<file path="src/hdl/scp_pkg.sv">
`timescale 1ns / 1ps
// ----------------------------------------------------------------------------
// scp_pkg
// Shared types, codes and constants of the scope cycle profiler.
// ----------------------------------------------------------------------------
package scp_pkg;

  localparam int STACK_DEPTH = 32;
  localparam int LOCATIONS   = 256;

  localparam int OP_W      = 2;
  localparam int LOC_IN_W  = 8;
  localparam int CYC_W     = 64;
  localparam int STATUS_W  = 3;
  localparam int SAMPLES_W = 32;
  localparam int DEPTH_W   = 6;
  localparam int UNREC_W   = 16;

  localparam int SA_W  = $clog2(STACK_DEPTH);
  localparam int LVL_W = $clog2(STACK_DEPTH + 1);
  localparam int LOC_W = $clog2(LOCATIONS);
  localparam int LOC_IN_ENTRIES = 2 ** LOC_IN_W;

  localparam int STK_W   = LOC_W + CYC_W;
  localparam int STATS_W = SAMPLES_W + CYC_W;

  localparam logic [OP_W-1:0] OP_START = 2'd0;
  localparam logic [OP_W-1:0] OP_END   = 2'd1;
  localparam logic [OP_W-1:0] OP_READ  = 2'd2;
  localparam logic [OP_W-1:0] OP_NONE  = 2'd3;

  localparam logic [STATUS_W-1:0] ST_PUSHED      = 3'd0;
  localparam logic [STATUS_W-1:0] ST_CLOSED      = 3'd1;
  localparam logic [STATUS_W-1:0] ST_START_UNREC = 3'd2;
  localparam logic [STATUS_W-1:0] ST_END_UNREC   = 3'd3;
  localparam logic [STATUS_W-1:0] ST_END_EMPTY   = 3'd4;
  localparam logic [STATUS_W-1:0] ST_READ        = 3'd5;

  typedef struct packed {
    logic [OP_W-1:0]     op;
    logic [LOC_IN_W-1:0] location;
    logic [CYC_W-1:0]    cycles;
  } in_item_t;

  typedef struct packed {
    logic [STATUS_W-1:0]  status;
    logic [LOC_IN_W-1:0]  location_res;
    logic [CYC_W-1:0]     elapsed;
    logic [SAMPLES_W-1:0] samples;
    logic [CYC_W-1:0]     cycle_sum;
    logic [DEPTH_W-1:0]   depth;
  } result_t;

  // controller -> datapath
  typedef struct packed {
    logic                load;
    logic                push;
    logic                unrec_inc;
    logic                unrec_dec;
    logic                pop;
    logic                rd_top;
    logic                rd_loc;
    logic                close;
    logic                emit;
    logic [STATUS_W-1:0] code;
  } ctrl_cmd_t;

  // datapath -> controller
  typedef struct packed {
    logic [OP_W-1:0] op;
    logic            full;
    logic            empty;
    logic            unrec_nz;
  } dp_status_t;

  // location reduction table, built at elaboration
  typedef logic [LOC_W-1:0] loc_table_t [LOC_IN_ENTRIES];

  function automatic loc_table_t build_loc_table();
    loc_table_t t;
    for (int i = 0; i < LOC_IN_ENTRIES; i++) begin
      t[i] = LOC_W'(i % LOCATIONS);
    end
    return t;
  endfunction

  localparam loc_table_t LOC_MOD_TABLE = build_loc_table();

endpackage

</file>
<file path="src/hdl/scp_ctrl.sv">
`timescale 1ns / 1ps
// ----------------------------------------------------------------------------
// scp_ctrl
// Request sequencer: decodes one request and steps the datapath through it.
// ----------------------------------------------------------------------------
module scp_ctrl
  import scp_pkg::*;
(
  input  logic       clk,
  input  logic       rst,
  input  logic       start,
  input  dp_status_t dp_status,
  output logic       busy,
  output ctrl_cmd_t  cmd
);

  localparam logic [1:0] S_IDLE     = 2'd0;
  localparam logic [1:0] S_DECODE   = 2'd1;
  localparam logic [1:0] S_STK_WAIT = 2'd2;
  localparam logic [1:0] S_TBL_WAIT = 2'd3;

  logic [1:0] state;
  logic [1:0] state_next;

  always_ff @(posedge clk) begin
    if (rst) begin
      state <= S_IDLE;
    end else begin
      state <= state_next;
    end
  end

  assign busy = (state != S_IDLE);

  always_comb begin
    cmd        = '0;
    cmd.code   = ST_PUSHED;
    state_next = state;
    unique case (state)
      S_IDLE: begin
        if (start) begin
          cmd.load   = 1'b1;
          state_next = S_DECODE;
        end
      end
      S_DECODE: begin
        state_next = S_IDLE;
        unique case (dp_status.op)
          OP_START: begin
            cmd.emit = 1'b1;
            if (!dp_status.full) begin
              cmd.push = 1'b1;
              cmd.code = ST_PUSHED;
            end else begin
              cmd.unrec_inc = 1'b1;
              cmd.code      = ST_START_UNREC;
            end
          end
          OP_END: begin
            priority if (dp_status.unrec_nz) begin
              cmd.unrec_dec = 1'b1;
              cmd.emit      = 1'b1;
              cmd.code      = ST_END_UNREC;
            end else if (dp_status.empty) begin
              cmd.emit = 1'b1;
              cmd.code = ST_END_EMPTY;
            end else begin
              cmd.pop    = 1'b1;
              state_next = S_STK_WAIT;
            end
          end
          OP_READ: begin
            cmd.rd_loc = 1'b1;
            state_next = S_TBL_WAIT;
          end
          default: begin
            // unused op: no result
          end
        endcase
      end
      S_STK_WAIT: begin
        cmd.rd_top = 1'b1;
        state_next = S_TBL_WAIT;
      end
      S_TBL_WAIT: begin
        cmd.emit   = 1'b1;
        state_next = S_IDLE;
        if (dp_status.op == OP_END) begin
          cmd.close = 1'b1;
          cmd.code  = ST_CLOSED;
        end else begin
          cmd.code = ST_READ;
        end
      end
      default: begin
        state_next = S_IDLE;
      end
    endcase
  end

endmodule

</file>
<file path="config.mk">
export PLATFORM = sky130hd
export DESIGN_NAME = scp_ctrl
export DESIGN_NICKNAME = d
export VERILOG_FILES = /design/src/hdl/scp_pkg.sv /design/src/hdl/scp_ctrl.sv
export SDC_FILE = /design/constraint.sdc
export NUM_CORES = 1
export LEC_CHECK = 0
export BUFFER_PORTS_ARGS = -buffer_cell sky130_fd_sc_hd__buf_2
export CELL_PAD_IN_SITES_DETAIL_PLACEMENT = 0
export CELL_PAD_IN_SITES_GLOBAL_PLACEMENT = 1
export CORE_AREA = 2 2 39 41
export DETAILED_ROUTE_END_ITERATION = 8
export DIE_AREA = 0 0 41 43
export PLACE_DENSITY = 0.69
export SETUP_SLACK_MARGIN = 0.2
export SYNTH_ARGS = -nofsm -noshare
export SYNTH_HDL_FRONTEND = slang
export SYNTH_SLANG_ARGS = --single-unit
</file>
<file path="constraint.sdc">
create_clock -name clk -period 1.4 [get_ports clk]
set_clock_uncertainty 0.15 [all_clocks]
set_input_delay 0.21 -clock clk [delete_from_list [all_inputs] [get_ports clk]]
set_output_delay 0.21 -clock clk [all_outputs]
set_load 0.01 [all_outputs]
</file>
=== Word-level counts from Yosys, hierarchy flattened ===
Index checks and enable logic that the tools add are counted.

* Logic and storage cells: 36
* Input port bits: 8
* Output and inout port bits: 13
* Bits in registers: 2

* Reduce and logical (&&, ||, !) cells: 3
* Mux-type cells: 26
* Eq/ne operators: 6

{| class="wikitable"
|+ Operators with widths
! cell !! number
|-
| one-hot mux 4 bit (2 select lines) || 2
|-
| 2-to-1 mux 1 bit || 12
|-
| 2-to-1 mux 2 bit || 6
|-
| 2-to-1 mux 4 bit || 3
|-
| one-hot mux 2 bit (4 select lines) || 1
|-
| == test 2 bit (second input constant) || 3
|-
| == test 2 x 1 -> 1 bit (second input constant) || 2
|-
| logical NOT 2 bit || 2
|-
| one-hot mux 2 bit (2 select lines) || 1
|-
| 2-to-1 mux 3 bit || 1
|-
| != test 2 bit (second input constant) || 1
|-
| nonzero test 2 bit || 1
|}

=== Longest topological paths before layout ===
Gate-level depths: netlist (run 1).

* Word-level depth: 4
* Depth in mapped cells: 5
* Gate-level depth less buffers: 5

=== Worst setup path before layout (run 1) ===
No wires, ideal clock.

* Kind: in2out
* From: input dp_status[4] (netlist bit)
* To: output cmd[2] (netlist bit)
* Cell stages on the path: 4
* Slack: 0.056 ns
* Data arrival time: 0.984 ns
* Path buffers: 0
* Required time: 1.040 ns
* Cell sequence: inv_1 ha_1 nor4bb_1 o21a_1

{| class="wikitable"
|+ RTL lines
! what !! line !! source
|-
| start: declaration || scp_ctrl.sv:12 || <nowiki>input dp_status_t dp_status,</nowiki>
|-
| end: declaration || scp_ctrl.sv:14 || <nowiki>output ctrl_cmd_t cmd</nowiki>
|}

==> results by group, run 1 <==
Run status
  – Outcome: finished, violations left
  – Failing checks: negative setup slack

Synthesis
  – Largest family of logic cells by synthesized area: simple AND/OR/NAND/NOR gates
  – Yosys reg bits: 2
  – Post-synth top flop: dfxtp_1
  – Syn Area/Cell: 7.08 um^2
  – XOR/XNOR share of the synthesized area: 0%
  – Distinct cells, synth: 20
  – Syn nets: 54
  – Adder-Cell Fraction of Synth Area: 21.6%
  – Synth Cell Area: 290 um^2
  – Compound-Gate Fraction of Synth Area: 18.1%
  – Synth area leaders: ha_1 (22%), dfxtp_1 (14%), a21oi_1 (8.6%), nor2b_1 (6.5%), inv_1 (5.2%)
  – Yosys Warn Count: 0
  – Synthesized instance count: 41
  – Simple-Gate Fraction of Synth Area: 38.8%
  – Share of the synthesized area in the top cell type: 21.6%
  – Post-synth ARST share: 0%
  – Post-synth EDFFs: 0
  – Multiplexer area fraction after synthesis: 0%
  – Leading area contributor after synthesis: ha_1
  – Top cells by count, synth: a21oi_1 (5), ha_1 (5), inv_1 (4), nor2_1 (4)
  – Register area share after synthesis: 13.8%

Layout
  – Area delta synth->final: 104%
  – Layout cells sized above 1: 62.9%
  – Nets: 85
  – Antenna cells: 0

Global routing
  – First-pass GRT wire length: 1.32 mm
  – Overall routing resource usage: 11.3%
  – GRT busiest layer: met2
  – Grt ovf: 0
  – M1 GR Usage: 13.1%
  – Met2 Use GR: 17.8%
  – Vias in the first global route: 327
  – Initial antenna violation count: 0
  – Met3 Track Usage GR: 4.71%
  – Largest net degree at the start of global routing: 8

Worst setup path
  – Buf+Inv Stages, Crit Path: 3
  – Largest fanout on the critical path: 7
  – CP Launch Type: input pin
  – Worst Path Arrival: 1090 ps
  – Required time worst endpoint: 1040 ps
  – Worst path slowest cell: ha_4
  – CP Capture Type: output port
  – CP peak stage delay: 210 ps
  – CP top delay family: buffers and inverters
  – Critical path type: in2out
  – Crit-path cells: buf_6, clkinvlp_4, ha_4, nor3b_2, and2_1, buf_2

Clock tree
  – CTS tree: built
  – CTS max path bufs: 2
  – Worst-Skew Late Latency: 230 ps
  – CTS buffer count: 3
  – Clk sinks: 2
  – CTS Root Cell: clkbuf_4
  – Clock slew at reported path FFs: 30 ps
  – CTS H-tree depth: 1

Timing
  – Final WS setup: -48.4 ps
  – Rel. slew slack: 87.4%
  – Worst-Margin Slew: 188 ps
  – Final Hold Vio Count: 0
  – Slew Limit Fails: 0
  – Maximum clock frequency: 0.690 GHz
  – Final setup viols: 5
  – Crit share post-route: 103%
  – Hold WS: 171 ps
  – RSZ-0062 raised after global routing: true
  – Tmin final: 1450 ps

Detailed routing
  – DRC violations left: 0
  – Routed Antenna Nets: 0
  – Via-per-instance ratio: 4.50
  – DR pass1 iterations: 3
  – Via count: 387
  – Initial DRC Count: 6
  – Final WL: 890 um
  – WL/cell: 10.3 um

Power
  – PD cells: 518 nW/um^2
  – Leak Pwr: 0.298 nW
  – Worst IR drop on VDD: 0.410 mV
  – Final Power: 0.307 mW

Hold path
  – Hold Path Class: in2reg

Floorplanning
  – Die area: 1760 um^2
  – CORE AREA: 1380 um^2
  – Die Ht: 43 um
  – Initial Util: 21.0%
  – IO Pins: 21
  – Row cnt: 14
  – Die X: 41 um

Placement
  – DP Wirelength: 587 um
  – PortBufs: 20
  – Routability cong.: 0.678

Run
  – Max_cap viols: 0
==> layout make-up <==
type | count | area, um^2
clock buffers | 3 | 22.5
fillers | 159 | 791
inverters | 4 | 18.8
multi-input cells | 34 | 309
flip-flops and latches | 2 | 47.5
well taps | 16 | 20.0
repair buffers | 27 | 175
==> where the power goes <==
group,total (mW),switching (mW),leakage [nW],internal [mW]
combinational,0.108,0.0512,0.267,0.0569
sequential,0.0652,0.00697,0.0178,0.0582
clock,0.134,0.0388,0.0138,0.0952
total,0.307,0.0969,0.298,0.210
==> per-layer routing <==
metal / vias to the layer above / wire (um)
met5: - / 0
met4: 0 / 0
met3: 0 / 45
met2: 9 / 493
met1: 179 / 351
li1: 199 / -
==> worst paths after layout <==
| kind | cells after the start | slack, ps | start | end |
|---|---|---|---|---|
| setup / recovery | 6 | -50 | dp_status[4] | cmd[7] |
| hold / removal | 3 | 170 | start | state[0] |
| setup reg to reg | 5 | 140 | flop | flop |
| hold reg to reg | 3 | 570 | state[0] | state[0] |
==> tightest hold or removal path, cell delays in order <==
cell,delay [ps]
buf_2,100
o21bai_1,120
a21oi_1,70
==> cell families (layout without fill, tap and decap cells) <==
group | Yosys count | count (layout)
DFF | 2 | 2
AOI/OAI and AO/OA | 9 | 9
and+or+nand+nor | 20 | 20
adders and majority gates | 5 | 5
buffers and inverters | 5 | 34
==> what timing repair did <==
action / in CTS / in global routing
setup endpoints to repair: 14 / 13
hold buffers: 1 / 0
gates resized for setup: 11 / 13
hold endpoints to repair: 2 / 0
pin swaps: 3 / 3
buffers inserted: 2 / 1
==> metrics by stage <==
| stage | area (um^2) | setup TNS (ps) | cells | setup slack (ps) | utilization, % |
|---|---|---|---|---|---|
| finish | 593 | -133 | 86 | -48.4 | 42.9 |
| global route | 593 | -684 | 86 | -104 | 42.9 |
| CTS | 520 | -232 | 85 | -68.0 | 37.6 |
| detailed placement | 449 | -240 | 79 | -85.8 | 32.5 |
| global placement | 449 | -185 | 79 | -97.1 | 32.5 |
| floorplan | 318 | 0 | 41 | 181 | - |
==> placed cells by master, fill, tap and decap left out, types with 2 or more instances in the layout <==
cell type and count:
clkbuf_4 3, inv_1 2, nor3b_2 2, buf_2 18, nor2_2 2, nand2_1 2, nor3_1 2, ha_1 3
nor2_1 2, nor2b_1 2, a21oi_1 4, ha_4 2, buf_6 4, dfxtp_4 2, buf_4 4
Power figures use the tool's default switching activity.
==> run 2, diff against run 1 <==
--- a/config.mk
+++ b/config.mk
@@ -5,13 +5,15 @@
 export SDC_FILE = /design/constraint.sdc
 export NUM_CORES = 1
 export LEC_CHECK = 0
+export ABC_AREA = 1
 export BUFFER_PORTS_ARGS = -buffer_cell sky130_fd_sc_hd__buf_2
 export CELL_PAD_IN_SITES_DETAIL_PLACEMENT = 0
 export CELL_PAD_IN_SITES_GLOBAL_PLACEMENT = 1
 export CORE_AREA = 2 2 39 41
 export DETAILED_ROUTE_END_ITERATION = 8
 export DIE_AREA = 0 0 41 43
-export PLACE_DENSITY = 0.69
+export GPL_TIMING_DRIVEN = 1
+export PLACE_DENSITY = 0.71
 export SETUP_SLACK_MARGIN = 0.2
 export SYNTH_ARGS = -nofsm -noshare
 export SYNTH_HDL_FRONTEND = slang
==> results by group, run 2 <==
Synthesis
  – Simple-Gate Fraction of Synth Area: 29.2%
  – Syn nets: 61
  – Post-synth EDFFs: 0
  – Register area share after synthesis: 14.2%
  – Yosys Warn Count: 0
  – Leading area contributor after synthesis: ha_1
  – Post-synth top flop: dfxtp_1
  – Top cells by count, synth: inv_1 (10), nand2_1 (10), nor2_1 (6), ha_1 (5)
  – Distinct cells, synth: 15
  – Syn Area/Cell: 5.89 um^2
  – Adder-Cell Fraction of Synth Area: 22.1%
  – Synth Cell Area: 283 um^2
  – Share of the synthesized area in the top cell type: 22.1%
  – Yosys reg bits: 2
  – XOR/XNOR share of the synthesized area: 0%
  – Multiplexer area fraction after synthesis: 0%
  – Post-synth ARST share: 0%
  – Compound-Gate Fraction of Synth Area: 18.6%
  – Synthesized instance count: 48
  – Largest family of logic cells by synthesized area: simple AND/OR/NAND/NOR gates
  – Synth area leaders: ha_1 (22%), dfxtp_1 (14%), inv_1 (13%), nand2_1 (13%), nor2_1 (8.0%)

Power
  – PD cells: 541 nW/um^2
  – Leak Pwr: 0.331 nW
  – Worst IR drop on VDD: 0.289 mV
  – Final Power: 0.321 mW

Floorplanning
  – Die area: 1760 um^2
  – Initial Util: 20.4%
  – Row cnt: 14
  – CORE AREA: 1380 um^2
  – Die X: 41 um
  – IO Pins: 21
  – Die Ht: 43 um

Timing
  – Final setup viols: 0
  – Rel. slew slack: 88.8%
  – Final WS setup: 0.622 ps
  – RSZ-0062 raised after global routing: true
  – Final Hold Vio Count: 0
  – Crit share post-route: 100%
  – Maximum clock frequency: 0.715 GHz
  – Worst-Margin Slew: 167 ps
  – Slew Limit Fails: 0
  – Tmin final: 1400 ps
  – Hold WS: 147 ps
  – Setup TNS Final: 0 ps

Placement
  – DP Wirelength: 599 um
  – PortBufs: 20
  – Routability cong.: 0.656
  – Pre-CTS setup slack: -44.3 ps

Clock tree
  – Worst-Skew Late Latency: 230 ps
  – CTS Root Cell: clkbuf_4
  – CTS buffer count: 3
  – CTS tree: built
  – CTS H-tree depth: 1
  – Clock slew at reported path FFs: 30 ps
  – CTS max path bufs: 2
  – Clk sinks: 2

Worst setup path
  – Largest fanout on the critical path: 4
  – Worst Path Arrival: 1040 ps
  – Required time worst endpoint: 1040 ps
  – Critical path type: reg2out
  – CP Capture Type: output port
  – CP Launch Type: flop

Layout
  – Final Util: 42.9%
  – Most frequent cells in the layout: buf_2 (18), buf_4 (9), nand2_1 (8)
  – Layout cells sized above 1: 67.9%
  – Commonest non-fill, non-tap cell in the layout: buf_2
  – Antenna cells: 0
  – Nets: 96
  – Area delta synth->final: 110%

Global routing
  – Vias in the first global route: 349
  – First-pass GRT wire length: 1.28 mm
  – Grt ovf: 0
  – Overall routing resource usage: 10.5%
  – Initial antenna violation count: 0
  – Largest net degree at the start of global routing: 7

Detailed routing
  – WL/cell: 9.07 um
  – DRC violations left: 0
  – Final WL: 880 um
  – DR pass1 iterations: 4
  – Initial DRC Count: 3
  – Routed Antenna Nets: 0
  – Via-per-instance ratio: 4.24
  – Via count: 411

Run
  – Max_cap viols: 0

Run status
  – Outcome: complete, no violations

Hold path
  – Hold Path Class: in2reg
[run 2: cell count changes in the layout (fill, tap and decap cells not counted), moves of 2 or more]
cell     previous run  this run
nand2_4             1         3
inv_4               0         2
nor3_1              2         0
buf_6               4         2
inv_2               1         3
nor2b_1             2         0
nor2_2              2         5
nor3b_2             2         0
inv_1               2         7
buf_4               4         9
a21oi_2             1         3
a21oi_1             4         1
nand2_1             2         8
[run 2: worst max-delay path, stage by stage, from the launching register on]
cell     delay (ps)
dfxtp_2         320
inv_2            70
nand2_4          60
inv_2            60
nand3_2          60
o22ai_2          90
buf_2           150
[run 2: kinds of logic after synthesis]
logic type | count (synthesis)
buf+inv | 12
compound gates | 9
simple gates | 20
fa+ha+maj | 5
flops | 2
[run 2: final cells by class]
type	instances	area, um^2
well taps	16	20.0
fillers	149	790
flip-flops and latches	2	45.0
clock buffers	3	22.5
multi-input cells	34	267
repair buffers	30	190
inverters	12	50.0
[run 2: final timing paths]
kind,start,end,slack (ps),depth (start not counted)
worst min register to register,state[0],state[0],450,3
worst max register to register,flop,state[0],350,4
worst min-delay path,start,state[0],150,3
worst max-delay path,flop,cmd[2],0.6,6
[run 2: power breakdown]
group,total [mW],leakage [nW],switching (mW),internal [mW]
Combinational,0.123,0.300,0.0639,0.0593
Sequential,0.0657,0.0175,0.00518,0.0605
Clock,0.132,0.0138,0.0375,0.0949
Total,0.321,0.331,0.107,0.215
[run 2: per-stage QoR]
step,instance area [um^2],cells
6_report,594,97
5_1_grt,594,97
4_1_cts,551,95
3_5_place_dp,420,86
3_3_place_gp,420,86
2_1_floorplan,285,48
[run 2: what timing repair did]
action / in CTS / in global routing
endpoints found under the hold margin: 2 / 0
pin swaps: 5 / 3
resized for setup: 18 / 10
endpoints found under the setup margin: 13 / 13
hold buffers: 1 / 0
setup buffers: 5 / 2
[run 2: per-layer routing]
metal	GRT usage, %	share of wire, %
met5	0	0
met4	4.00	1.0
met3	3.14	4.4
met2	18.1	55
met1	11.2	39
==> run 3, diff against run 2 <==
--- a/config.mk
+++ b/config.mk
@@ -10,6 +10,7 @@
 export CELL_PAD_IN_SITES_DETAIL_PLACEMENT = 0
 export CELL_PAD_IN_SITES_GLOBAL_PLACEMENT = 1
 export CORE_AREA = 2 2 39 41
+export CTS_BUF_LIST = sky130_fd_sc_hd__clkbuf_16
 export DETAILED_ROUTE_END_ITERATION = 8
 export DIE_AREA = 0 0 41 43
 export GPL_TIMING_DRIVEN = 1
==> results by group, run 3 (synthesis results as in run 2) <==
Run status
  – Outcome: finished, violations left
  – Failing checks: negative setup slack

Floorplanning
  – Die area: 1760 um^2
  – Row cnt: 14
  – Initial Util: 20.4%
  – IO Pins: 21
  – CORE AREA: 1380 um^2
  – Die Ht: 43 um
  – Die X: 41 um

Hold path
  – Hold Path Class: in2reg

Clock tree
  – CTS buffer count: 3
  – CTS max path bufs: 2
  – Clock slew at reported path FFs: 30 ps
  – Worst-Skew Late Latency: 220 ps
  – Clk sinks: 2
  – CTS H-tree depth: 1
  – CTS Hold Bufs: 0
  – CTS tree: built
  – CTS Root Cell: clkbuf_16

Run
  – Max_cap viols: 0

Global routing
  – Initial antenna violation count: 0
  – Largest net degree at the start of global routing: 7
  – First-pass GRT wire length: 1.44 mm
  – Grt ovf: 0
  – Overall routing resource usage: 11.9%
  – Vias in the first global route: 374

Worst setup path
  – Largest fanout on the critical path: 6
  – CP top delay family: buffers and inverters
  – Most used cell, CP: buf_2
  – Worst path slowest cell: ha_4
  – Crit-path cells: buf_2, clkinv_4, ha_4, buf_4, o22ai_2, buf_2
  – Critical path type: in2out
  – Worst Path Arrival: 1050 ps
  – Required time worst endpoint: 1040 ps
  – Buf+Inv Stages, Crit Path: 4
  – CP peak stage delay: 190 ps
  – CP Capture Type: output port
  – R2R Setup Slk: 370 ps
  – CP Launch Type: input pin

Layout
  – Area delta synth->final: 138%
  – Most frequent cells in the layout: buf_2 (18), buf_4 (9), nand2_1 (7)
  – Layout cells sized above 1: 73.8%
  – Nets: 95
  – Design Area, Final: 672 um^2
  – Commonest non-fill, non-tap cell in the layout: buf_2
  – Final Util: 48.6%
  – Fill cell count: 137
  – Antenna cells: 0

Timing
  – Slew Limit Fails: 0
  – Crit share post-route: 101%
  – Maximum clock frequency: 0.711 GHz
  – Tmin final: 1410 ps
  – Final WS setup: -7.19 ps
  – Rel. slew slack: 89.4%
  – RSZ-0062 raised after global routing: true
  – Final setup viols: 1
  – Final Hold Vio Count: 0
  – Worst-Margin Slew: 158 ps

Placement
  – Pre-CTS setup slack: -44.3 ps
  – DP Wirelength: 599 um
  – Routability cong.: 0.656
  – Dpl cell area: 420 um^2
  – PortBufs: 20

Detailed routing
  – WL/cell: 10.4 um
  – Final WL: 1.00 mm
  – Routed Antenna Nets: 0
  – DR pass1 iterations: 2
  – Via-per-instance ratio: 4.32
  – DRC violations left: 0
  – Via count: 415
  – Initial DRC Count: 2

Power
  – Final Power: 0.628 mW
  – Leak Pwr: 0.348 nW
  – Worst IR drop on VDD: 0.661 mV
  – PD cells: 935 nW/um^2
==> run 3: cell types whose count changed in the layout (fill, tap and decap cells not counted), moves of 2 or more <==
cell       change
clkbuf_16      +3
clkbuf_4       -3
ha_1           -2
ha_4           +3
nand2_2        +2
==> run 3: report_power, final <==
group / switching [mW] / internal (mW) / leakage, nW / total, mW
logic: 0.0714 / 0.0634 / 0.294 / 0.135
clock network: 0.0650 / 0.363 / 0.0370 / 0.428
registers: 0.00438 / 0.0605 / 0.0175 / 0.0649
total: 0.141 / 0.487 / 0.348 / 0.628
==> run 3: worst paths after layout <==
path | cells past startpoint | start | endpoint
worst min-delay path | 2 | rst | flop
worst max register to register | 6 | flop | flop
worst max-delay path | 6 | dp_status[4] | cmd[2]
worst min register to register | 3 | state[0] | flop
==> run 3: layout make-up <==
cell class / instances / area, um^2 / area share [%]
flip-flops and latches: 2 / 45.0 / 6.70
clock buffers: 3 / 75.1 / 11.2
multi-input cells: 34 / 299 / 44.5
repair buffers: 29 / 180 / 26.8
well taps: 16 / 20.0 / 2.98
inverters: 12 / 52.6 / 7.82
==> run 3: worst register-to-register path, stage by stage, from the launching register on <==
cell and delay (ps):
dfxtp_2 310, inv_2 70, nand2_4 60, buf_4 140, nor2_2 70, nand2_1 60, a21oi_2 100
==> run 3: repair_timing <==
item                       4_1_cts  5_1_grt
pin swaps                        4        2
setup endpoints to repair       13       13
resized for setup               24       11
setup buffers                    5        2
==> run 3: per-stage QoR <==
stage,TNS [ps],hold slack [ps],std cells
after floorplan,0,122,48
after global placement,-11.7,236,86
after detailed placement,-62.6,238,86
after CTS,-0.784,5.23,94
after global routing,-168,9.98,96
final,-7.19,5.96,96
==> run 3: per-layer routing <==
metal / global-route usage (%) / share of wire (%) / up-vias
li1: - / - / 209
met1: 10.5 / 35 / 194
met2: 23.1 / 60 / 10
met3: 3.14 / 3.9 / 2
met4: 4.00 / 0.90 / 0
met5: 0 / 0 / -
